--- src/psg_pkg.sv ---
// Shared types, codes and amplitude table for the PSG tone/noise/envelope unit.
package psg_pkg;

  // Operation codes carried on the input tuser
  localparam logic [1:0] OP_SELECT = 2'd0;
  localparam logic [1:0] OP_WRITE  = 2'd1;
  localparam logic [1:0] OP_READ   = 2'd2;
  localparam logic [1:0] OP_TICK   = 2'd3;

  // Register file addresses
  localparam logic [3:0] ADDR_TONE_A_LO = 4'd0;
  localparam logic [3:0] ADDR_TONE_A_HI = 4'd1;
  localparam logic [3:0] ADDR_TONE_B_HI = 4'd3;
  localparam logic [3:0] ADDR_TONE_C_HI = 4'd5;
  localparam logic [3:0] ADDR_NOISE     = 4'd6;
  localparam logic [3:0] ADDR_MIXER     = 4'd7;
  localparam logic [3:0] ADDR_AMP_A     = 4'd8;
  localparam logic [3:0] ADDR_AMP_B     = 4'd9;
  localparam logic [3:0] ADDR_AMP_C     = 4'd10;
  localparam logic [3:0] ADDR_ENV_LO    = 4'd11;
  localparam logic [3:0] ADDR_ENV_HI    = 4'd12;
  localparam logic [3:0] ADDR_SHAPE     = 4'd13;

  localparam int unsigned NUM_REGS = 16;
  localparam int unsigned NUM_CHAN = 3;
  localparam logic [7:0]  MIXER_RESET = 8'h3F;
  localparam int unsigned MIX_W = 17;
  localparam logic [3:0]  VOL_MAX = 4'hF;
  localparam logic [3:0]  VOL_MIN = 4'h0;

  // Per-channel inputs to the output gating stage
  typedef struct packed {
    logic       tone_off;
    logic       noise_off;
    logic       env_mode;
    logic [3:0] fixed_vol;
    logic [3:0] env_vol;
    logic       tone_lvl;
    logic       noise_lvl;
  } psg_chan_t;

  // Q1.15 amplitude for each 4-bit volume code
  function automatic logic [MIX_W-1:0] amp_q15(input logic [3:0] code);
    logic [MIX_W-1:0] a;
    case (code)
      4'd0:    a = 17'd0;
      4'd1:    a = 17'd256;
      4'd2:    a = 17'd360;
      4'd3:    a = 17'd511;
      4'd4:    a = 17'd724;
      4'd5:    a = 17'd1022;
      4'd6:    a = 17'd1445;
      4'd7:    a = 17'd2045;
      4'd8:    a = 17'd2893;
      4'd9:    a = 17'd4093;
      4'd10:   a = 17'd5787;
      4'd11:   a = 17'd8185;
      4'd12:   a = 17'd11583;
      4'd13:   a = 17'd16384;
      4'd14:   a = 17'd23170;
      4'd15:   a = 17'd32768;
      default: a = 17'd0;
    endcase
    return a;
  endfunction

endpackage

--- src/psg_tone_noise_envelope_unit.sv ---
// Top level of the three-channel PSG: register file, dividers, envelope, mixer.
//
// Usage:
//   Input words arrive on in_tvalid/in_tready. in_tuser carries the operation
//   (select address, write, read, tick); in_tdata carries the address or data.
//   Every accepted word produces exactly one result word on out_tvalid/
//   out_tready: read data (zero unless a read) plus the three gated volume
//   codes and the Q2.15 sum of their table amplitudes, all taken after the
//   word has been applied.
//   Path: a word passes the input register, then the result register.
//   Throughput: one word per clock while the output is not stalled; the
//   whole update of a word is a single registered pass through the
//   dividers, the envelope step and the amplitude table.
//   Stall: while the result register is full and out_tready is low, the
//   input register holds one more word and in_tready drops; nothing is lost.
//   Reset (rst_n low, synchronous) empties both registers, clears the
//   register file except the mixer (0x3F), clears counters and the envelope,
//   and loads the noise LFSR with 1.
module psg_tone_noise_envelope_unit (
  input  logic        clk,
  input  logic        rst_n,
  input  logic        in_tvalid,
  output logic        in_tready,
  input  logic [7:0]  in_tdata,   // [7:0] data
  input  logic [1:0]  in_tuser,   // [1:0] op
  output logic        out_tvalid,
  input  logic        out_tready,
  output logic [39:0] out_tdata   // [7:0] read_data, [11:8] level_a, [15:12] level_b,
                                  // [19:16] level_c, [36:20] mix_sum, [39:37] zero
);
  import psg_pkg::*;

  // Input register
  logic       s1_valid_r;
  logic [1:0] s1_op_r;
  logic [7:0] s1_data_r;
  logic       adv;

  // Generator state
  logic [7:0]  reg_r      [NUM_REGS];
  logic [7:0]  reg_nxt    [NUM_REGS];
  logic [3:0]  sel_addr_r, sel_addr_nxt;
  logic [11:0] tone_cnt_r [NUM_CHAN];
  logic [11:0] tone_cnt_nxt [NUM_CHAN];
  logic [NUM_CHAN-1:0] tone_lvl_r, tone_lvl_nxt;
  logic [4:0]  noise_cnt_r, noise_cnt_nxt;
  logic [16:0] lfsr_r, lfsr_nxt;
  logic        noise_lvl_r, noise_lvl_nxt;
  logic [15:0] env_cnt_r, env_cnt_nxt;
  logic [3:0]  env_vol_r, env_vol_nxt;
  logic        env_holding_r, env_holding_nxt;
  logic        env_attack_r, env_attack_nxt;
  logic        env_alt_r, env_alt_nxt;
  logic        env_hold_r, env_hold_nxt;

  // Result register
  logic        out_valid_r;
  logic [39:0] out_data_r, out_data_nxt;

  logic        is_tick, is_write, is_read;
  logic [7:0]  wr_val;
  logic [11:0] tone_per, tone_inc;
  logic [4:0]  noise_per, noise_inc;
  logic [15:0] env_per, env_inc;
  logic [3:0]  shape;

  psg_chan_t        chan      [NUM_CHAN];
  logic [3:0]       lvl       [NUM_CHAN];
  logic [MIX_W-1:0] amp       [NUM_CHAN];
  logic [MIX_W-1:0] mix_sum;
  logic [7:0]       read_data;

  // Handshake: the input register moves on when the result slot is free
  assign adv        = s1_valid_r && (!out_valid_r || out_tready);
  assign in_tready  = !s1_valid_r || adv;
  assign out_tvalid = out_valid_r;
  assign out_tdata  = out_data_r;

  assign is_tick  = (s1_op_r == OP_TICK);
  assign is_write = (s1_op_r == OP_WRITE);
  assign is_read  = (s1_op_r == OP_READ);

  // Mask the write data by register
  always_comb begin
    case (sel_addr_r) inside
      ADDR_TONE_A_HI, ADDR_TONE_B_HI, ADDR_TONE_C_HI, ADDR_SHAPE:
        wr_val = {4'd0, s1_data_r[3:0]};
      ADDR_NOISE, ADDR_AMP_A, ADDR_AMP_B, ADDR_AMP_C:
        wr_val = {3'd0, s1_data_r[4:0]};
      default:
        wr_val = s1_data_r;
    endcase
  end

  // Address select and register writes
  always_comb begin
    sel_addr_nxt = (s1_op_r == OP_SELECT) ? s1_data_r[3:0] : sel_addr_r;
    for (int i = 0; i < NUM_REGS; i++) begin
      reg_nxt[i] = reg_r[i];
    end
    if (is_write) begin
      reg_nxt[sel_addr_r] = wr_val;
    end
  end

  // Tone dividers: zero period counts as one
  always_comb begin
    tone_per = '0;
    tone_inc = '0;
    for (int ch = 0; ch < NUM_CHAN; ch++) begin
      tone_per = {reg_r[2*ch+1][3:0], reg_r[2*ch]};
      if (tone_per == '0) begin
        tone_per = 12'd1;
      end
      tone_inc = tone_cnt_r[ch] + 12'd1;
      tone_cnt_nxt[ch] = tone_cnt_r[ch];
      tone_lvl_nxt[ch] = tone_lvl_r[ch];
      if (is_tick) begin
        if (tone_inc >= tone_per) begin
          tone_cnt_nxt[ch] = '0;
          tone_lvl_nxt[ch] = !tone_lvl_r[ch];
        end else begin
          tone_cnt_nxt[ch] = tone_inc;
        end
      end
    end
  end

  // Noise divider and LFSR shift
  always_comb begin
    noise_per = reg_r[ADDR_NOISE][4:0];
    if (noise_per == '0) begin
      noise_per = 5'd1;
    end
    noise_inc     = noise_cnt_r + 5'd1;
    noise_cnt_nxt = noise_cnt_r;
    lfsr_nxt      = lfsr_r;
    noise_lvl_nxt = noise_lvl_r;
    if (is_tick) begin
      if (noise_inc >= noise_per) begin
        noise_cnt_nxt = '0;
        lfsr_nxt      = {lfsr_r[0] ^ lfsr_r[3], lfsr_r[16:1]};
        noise_lvl_nxt = lfsr_r[1];
      end else begin
        noise_cnt_nxt = noise_inc;
      end
    end
  end

  // Envelope: restart on shape write, step on divider wrap
  always_comb begin
    shape   = s1_data_r[3:0];
    env_per = {reg_r[ADDR_ENV_HI], reg_r[ADDR_ENV_LO]};
    if (env_per == '0) begin
      env_per = 16'd1;
    end
    env_inc         = env_cnt_r + 16'd1;
    env_cnt_nxt     = env_cnt_r;
    env_vol_nxt     = env_vol_r;
    env_holding_nxt = env_holding_r;
    env_attack_nxt  = env_attack_r;
    env_alt_nxt     = env_alt_r;
    env_hold_nxt    = env_hold_r;
    if (is_write && sel_addr_r == ADDR_SHAPE) begin
      env_cnt_nxt     = '0;
      env_holding_nxt = 1'b0;
      env_attack_nxt  = shape[2];
      // One-shot shapes hold at zero after a single ramp
      env_alt_nxt     = shape[3] ? shape[1] : shape[2];
      env_hold_nxt    = shape[3] ? shape[0] : 1'b1;
      env_vol_nxt     = shape[2] ? VOL_MIN : VOL_MAX;
    end else if (is_tick && !env_holding_r) begin
      if (env_inc < env_per) begin
        env_cnt_nxt = env_inc;
      end else begin
        env_cnt_nxt = '0;
        if (env_attack_r) begin
          if (env_vol_r != VOL_MAX) begin
            env_vol_nxt = env_vol_r + 4'd1;
          end else if (env_hold_r) begin
            if (env_alt_r) begin
              env_vol_nxt = VOL_MIN;
            end
            env_holding_nxt = 1'b1;
          end else if (env_alt_r) begin
            env_attack_nxt = 1'b0;
          end else begin
            env_vol_nxt = VOL_MIN;
          end
        end else begin
          if (env_vol_r != VOL_MIN) begin
            env_vol_nxt = env_vol_r - 4'd1;
          end else if (env_hold_r) begin
            if (env_alt_r) begin
              env_vol_nxt = VOL_MAX;
            end
            env_holding_nxt = 1'b1;
          end else if (env_alt_r) begin
            env_attack_nxt = 1'b1;
          end else begin
            env_vol_nxt = VOL_MAX;
          end
        end
      end
    end
  end

  // Gate each channel from the updated state
  always_comb begin
    for (int ch = 0; ch < NUM_CHAN; ch++) begin
      chan[ch].tone_off  = reg_nxt[ADDR_MIXER][ch];
      chan[ch].noise_off = reg_nxt[ADDR_MIXER][ch+NUM_CHAN];
      chan[ch].env_mode  = reg_nxt[ADDR_AMP_A + 4'(ch)][4];
      chan[ch].fixed_vol = reg_nxt[ADDR_AMP_A + 4'(ch)][3:0];
      chan[ch].env_vol   = env_vol_nxt;
      chan[ch].tone_lvl  = tone_lvl_nxt[ch];
      chan[ch].noise_lvl = noise_lvl_nxt;
    end
  end

  for (genvar g = 0; g < NUM_CHAN; g++) begin : g_chan
    psg_chan_level u_level (
      .chan  (chan[g]),
      .level (lvl[g]),
      .amp   (amp[g])
    );
  end

  // Assemble the result word
  always_comb begin
    mix_sum      = amp[0] + amp[1] + amp[2];
    read_data    = is_read ? reg_r[sel_addr_r] : 8'd0;
    out_data_nxt = {3'd0, mix_sum, lvl[2], lvl[1], lvl[0], read_data};
  end

  // Input register
  always_ff @(posedge clk) begin
    if (!rst_n) begin
      s1_valid_r <= 1'b0;
    end else if (in_tready) begin
      s1_valid_r <= in_tvalid;
    end
    if (in_tready && in_tvalid) begin
      s1_op_r   <= in_tuser;
      s1_data_r <= in_tdata;
    end
  end

  // Result register
  always_ff @(posedge clk) begin
    if (!rst_n) begin
      out_valid_r <= 1'b0;
    end else if (adv) begin
      out_valid_r <= 1'b1;
    end else if (out_tready) begin
      out_valid_r <= 1'b0;
    end
    if (adv) begin
      out_data_r <= out_data_nxt;
    end
  end

  // Generator state commits when a word leaves the input register
  always_ff @(posedge clk) begin
    if (!rst_n) begin
      for (int i = 0; i < NUM_REGS; i++) begin
        reg_r[i] <= (4'(i) == ADDR_MIXER) ? MIXER_RESET : 8'd0;
      end
      for (int ch = 0; ch < NUM_CHAN; ch++) begin
        tone_cnt_r[ch] <= '0;
      end
      sel_addr_r    <= '0;
      tone_lvl_r    <= '0;
      noise_cnt_r   <= '0;
      lfsr_r        <= 17'd1;
      noise_lvl_r   <= 1'b0;
      env_cnt_r     <= '0;
      env_vol_r     <= '0;
      env_holding_r <= 1'b0;
      env_attack_r  <= 1'b0;
      env_alt_r     <= 1'b0;
      env_hold_r    <= 1'b0;
    end else if (adv) begin
      for (int i = 0; i < NUM_REGS; i++) begin
        reg_r[i] <= reg_nxt[i];
      end
      for (int ch = 0; ch < NUM_CHAN; ch++) begin
        tone_cnt_r[ch] <= tone_cnt_nxt[ch];
      end
      sel_addr_r    <= sel_addr_nxt;
      tone_lvl_r    <= tone_lvl_nxt;
      noise_cnt_r   <= noise_cnt_nxt;
      lfsr_r        <= lfsr_nxt;
      noise_lvl_r   <= noise_lvl_nxt;
      env_cnt_r     <= env_cnt_nxt;
      env_vol_r     <= env_vol_nxt;
      env_holding_r <= env_holding_nxt;
      env_attack_r  <= env_attack_nxt;
      env_alt_r     <= env_alt_nxt;
      env_hold_r    <= env_hold_nxt;
    end
  end

  // The envelope only ever holds at an end of its range
  a_env_hold_end: assert property (@(posedge clk) disable iff (!rst_n)
    env_holding_r |-> (env_vol_r == VOL_MIN || env_vol_r == VOL_MAX))
    else $error("envelope holding at a middle volume");

  // The noise LFSR never locks up at zero
  a_lfsr_live: assert property (@(posedge clk) disable iff (!rst_n)
    lfsr_r != '0)
    else $error("noise LFSR reached zero");

  // Only a read returns nonzero read data
  a_read_only: assert property (@(posedge clk) disable iff (!rst_n)
    (adv && !is_read) |=> (out_data_r[7:0] == 8'd0))
    else $error("read data on a non-read word");

  // Silent channels contribute nothing to the mix
  a_mix_silent: assert property (@(posedge clk) disable iff (!rst_n)
    (out_valid_r && out_data_r[19:8] == 12'd0) |-> (out_data_r[36:20] == '0))
    else $error("nonzero mix with all channels silent");

endmodule

--- src/psg_chan_level.sv ---
// Mixer gating of one channel and lookup of its table amplitude.
module psg_chan_level (
  input  psg_pkg::psg_chan_t        chan,
  output logic [3:0]                level,
  output logic [psg_pkg::MIX_W-1:0] amp
);
  import psg_pkg::*;

  logic [3:0] vol;
  logic       on;

  // Pick envelope or fixed volume, then gate by the enabled sources
  always_comb begin
    vol = chan.env_mode ? chan.env_vol : chan.fixed_vol;
    on  = (!chan.tone_off && chan.tone_lvl) || (!chan.noise_off && chan.noise_lvl);
    level = on ? vol : VOL_MIN;
  end

  assign amp = amp_q15(level);

endmodule

--- config.mk ---
export PLATFORM = sky130hd
export DESIGN_NAME = psg_tone_noise_envelope_unit
export DESIGN_NICKNAME = d
export VERILOG_FILES = /design/src/psg_pkg.sv /design/src/psg_tone_noise_envelope_unit.sv /design/src/psg_chan_level.sv
export SDC_FILE = /design/constraint.sdc
export NUM_CORES = 1
export LEC_CHECK = 0
export ABC_AREA = 1
export ABC_CLOCK_PERIOD_IN_PS = 6100
export BUFFER_PORTS_ARGS = -buffer_cell sky130_fd_sc_hd__clkbuf_2
export CORE_ASPECT_RATIO = 0.8
export CORE_MARGIN = 3
export CORE_UTILIZATION = 57
export CTS_CLUSTER_SIZE = 28
export DETAILED_ROUTE_END_ITERATION = 10
export PLACE_DENSITY = 0.84
export SYNTH_ARGS = -nofsm -noshare
export SYNTH_HDL_FRONTEND = slang
export SYNTH_HIERARCHICAL = 1
export SYNTH_SLANG_ARGS = --single-unit
--- constraint.sdc ---
create_clock -name clk -period 6.1 [get_ports clk]
set_input_delay 1.22 -clock clk [delete_from_list [all_inputs] [get_ports clk]]
set_output_delay 1.22 -clock clk [all_outputs]
set_load 0.01 [all_outputs]
==> metrics.md <==
| Metric | Value |
|---|---|
| Max H-tree Level | 1 |
| Vias/cell | 5.994 |
| Grt ovf | 0 |
| Share of cells above drive strength 1 | 22.00% |
| Cells on Worst Hold Path | 2 |
| Clk slew on worst S/H paths | 0.06 ns |
| Final Non-Filler Cells | 2,526 |
| Drt first pass iters | 6 |
| Met1 usage in global routing | 40.46% |
| Io pins | 56 |
| GRT Overall Usage | 28.36% |
| Syn Inst Count | around 2k |
| Worst r2r src | env_cnt_r[1] |
| Num rows | 55 |
| Post-route minimum period | 6.072 ns |
| Reg2Reg Depth | 39 |
| First-pass GRT wire length | a little over 70,000 um |
| DR vias | 15.14k |
| Number of synthesized flops with an enable pin | 211 |
| Sink Count | 267 |
| Gpl congestion | 0.9948 |
| CTS tree | yes |
| Post-layout util | between 60 and 70% |
| Mean post-synth cell area | 8.488 sq um |
| Final #Nets | 2,260 |
| Most common cell in the netlist | nand2_1 |
| Final Hold Vio Count | 0 |
| P_leak | 8.990 nW |
| Register-to-register setup slack | 0.03 ns |
| Arrival time at the worst endpoint | 6.38 ns |
| Area share of the largest cell type after synthesis | 37.21% |
| Die Height | 160.6 um |
| Worst-case clock skew | 0.01364 ns |
| Setup crit end kind | flop |
| Worst Path Max Fanout | 6 |
| Pwr/cell area | 216.4 nW/um^2 |
| Num CTS Buffers | 28 |
| Least-Margin Pin Slew | 0.9456 ns |
| DR WL/cell | 18.95 um |
| Unique masters post-synth | 61 |
| Layout area overhead | 17.60% |
| Initial antenna violation count | 2 |
| Die ar. | 32,000 sq um |
| Initial Util | 59.05% |
| Vias in the first global route | around 14k |
| CP bufs+invs | 3 |
| Internal | 3.219 mW |
| Largest net degree at the start of global routing | between 40 and 50 |
| CTS Buffer Depth | 3 |
| Normalized max-slew margin | 36.72% |
| Crit path largest cell delay | 0.51 ns |
| Hold EP | lfsr_r[9] |
| Grt met2 use | 42.94% |
| Max-cap violations | 0 |
| Post-DRT Antenna Nets | 0 |
| Most Crowded Layer GR | met2 |
| Critical path's slowest cell | fa_1 |
| Type of the worst min-delay path | reg2reg |
| Dpl hpwl | 32,850 um |
| Total power | 4.333 mW |
| Inst Count DP | 2,437 |
| Sequential share of the synthesized area | a little over two fifths |
| Drc violations | 0 |
| #FFs+latches synth | 267 |
| Final WL | about 48,000 um |
| GR Util met3 | 6.523% |
| Status | complete, no violations |
| CTS root buf | clkbuf_16 |
| Clock network power share | 41.5% |
| FILL cells | about 2.1k |
| 1st-iter DRT viols | 1,931 |
| Comb pwr share | between 10% and 20% |
| Setup_tns | 0 ns |
| Fin. max-slew vios | 0 |
| RR Endpoint | out_tdata[35] |
| Top cells by area, synth | edfxtp_1 (37%), nand2_1 (7.5%), ha_1 (7.1%), dfxtp_1 (6.6%), inv_1 (6.4%) |
| Worst Path Required | 6.41 ns |
| Final setup violation count | 0 |
| PortBufs | 52 |
| Clk_lat worst skew | 0.57 ns |
| CORE AREA | approximately 29,000 sq um |
| Critical path startpoint category | flop |
| Delay-heaviest family, CP | simple AND/OR/NAND/NOR gates |
| Synth Cell Area | 17,030 sq um |
| Peak Freq | 164.7 MHz |
| Net Switching | 1.114 mW |
| Worst VDD drop | 0.2420 mV |
| Period utilization | approximately 100% |
| Synth warn | 6 |
| RSZ-0062 raised after global routing | yes |
| Predominant post-synthesis flop cell | edfxtp_1 |
| Die W | 199.2 um |
| Hold wc startpoint | lfsr_r[10] |
| Kind of critical path | reg2reg |
| Async SR Flop Fraction | 0% |
| Largest area contributor in the netlist | edfxtp_1 |
| Switching share of power | roughly a quarter |
| Post-synth top cells | nand2_1 (341), inv_1 (292), edfxtp_1 (211) |
| Sequential power share | 48.1% |
## power by group through the flow
stage / Sequential (mW) / Clock [mW] / Combinational (mW)
3_3_place_gp: 2.12 / 0 / 0.381
3_5_place_dp: 2.12 / 0 / 0.396
6_report: 2.08 / 1.80 / 0.449
2_1_floorplan: 2.11 / 0 / 0.265
4_1_cts: 2.08 / 1.81 / 0.408
5_1_grt: 2.09 / 1.88 / 0.485
## cell usage in the layout, fill, tap and decap left out, drive strengths merged, types with 2 or more instances in the layout
master    instances
nand2           373
fa               17
o221ai           11
a21oi           149
o21ai           152
o2111ai           3
conb              6
nor3             32
o21a              7
dfxtp            56
or2              12
a31oi             3
inv             322
o22ai            29
xor2             41
nand4            14
o41ai             4
bufinv            3
nor4              5
a211oi           23
edfxtp          211
nor2            194
a22oi            24
ha               96
a41oi             8
xnor2            18
buf             113
clkbuf           87
clkinv           12
o211ai            4
nand3b            6
and3              6
nand3            97
a22o              2
nor3b             6
clkinvlp          3
## logic make-up (layout without fill, tap and decap cells)
kind of cell | after synthesis | after routing | share of synthesized area [%]
adders and majority gates | 113 | 113 | 9.053
xor gates and xnor gates | 59 | 59 | 3.123
buffers and inverters | 393 | 540 | 9.464
other | 4 | 7 | 0.08815
DFF | 267 | 267 | 43.79
muxes | 1 | 1 | 0.05879
AOI/OAI and AO/OA | 424 | 424 | 14.40
and+or+nand+nor | 745 | 745 | 20.02
## layout make-up
class	instances	area (sq um)	area share, %
timing repair buffer	165	1131	5.649
inverter	323	1252	6.255
tap	370	462.9	2.312
clock buffer	35	790.8	3.949
antenna	1	2.502	0.01250
clock inverter	17	165.2	0.8248
sequential	267	7463	37.27
multi-input combinational	1348	8756	43.73
## timing repair
item	in CTS	in global routing
buffers inserted	8	29
setup endpoints to repair	5	12
pin swaps	19	81
gates resized for setup	36	170
hold buffers	0	0
## metal layers
metal	vias up	share of wire (%)
met1	7098	40
met5	-	0.027
met2	905	45
met3	142	12
li1	6994	-
met4	2	3.5
## per-stage QoR
step / worst slack, ns / hold slack, ns / instance area, sq um
after floorplan: 0.2827 / 0.4280 / 17040
after global placement: 0.01154 / 0.4463 / 17970
after detailed placement: -0.2073 / 0.4680 / 17970
after CTS: 0.02146 / 0.4844 / 19110
after global routing: -0.3575 / 0.5124 / 20020
final: 0.02841 / 0.4806 / 20020
## worst max-delay path by stage
stage                            startpoint       endpoint  slack (ns)  cells after the start
final                          env_cnt_r[1]  out_tdata[35]        0.03                     39
after global placement    tone_cnt_r[0][26]  out_tdata[35]        0.01                     38
after detailed placement       env_cnt_r[0]  out_tdata[35]       -0.21                     40
after floorplan           tone_cnt_r[0][12]  out_tdata[35]        0.28                     43
after CTS                 tone_cnt_r[0][12]  out_tdata[35]        0.02                     43
after global routing      tone_cnt_r[0][24]  out_tdata[34]       -0.36                     39
## tightest hold or removal path: stages, from the launching register on
cell	delay [ns]
dfxtp_1	0.32
nor2_1	0.04
nor2_1	0.08
## state kept, by name (all words and copies together) (netlist names)
| name | count |
|---|---|
| s1_op_r | 2 |
| s1_data_r | 8 |
| env_vol_r | 4 |
| env_holding_r | 1 |
| env_attack_r | 1 |
| noise_cnt_r | 5 |
| env_alt_r | 1 |
| sel_addr_r | 4 |
| tone_cnt_r | 36 |
| tone_lvl_r | 3 |
| s1_valid_r | 1 |
| lfsr_r | 17 |
| out_tdata | 37 |
| out_tvalid | 1 |
| env_hold_r | 1 |
| noise_lvl_r | 1 |
| reg_r | 128 |
| env_cnt_r | 16 |
(Power assumes the default switching activity.)
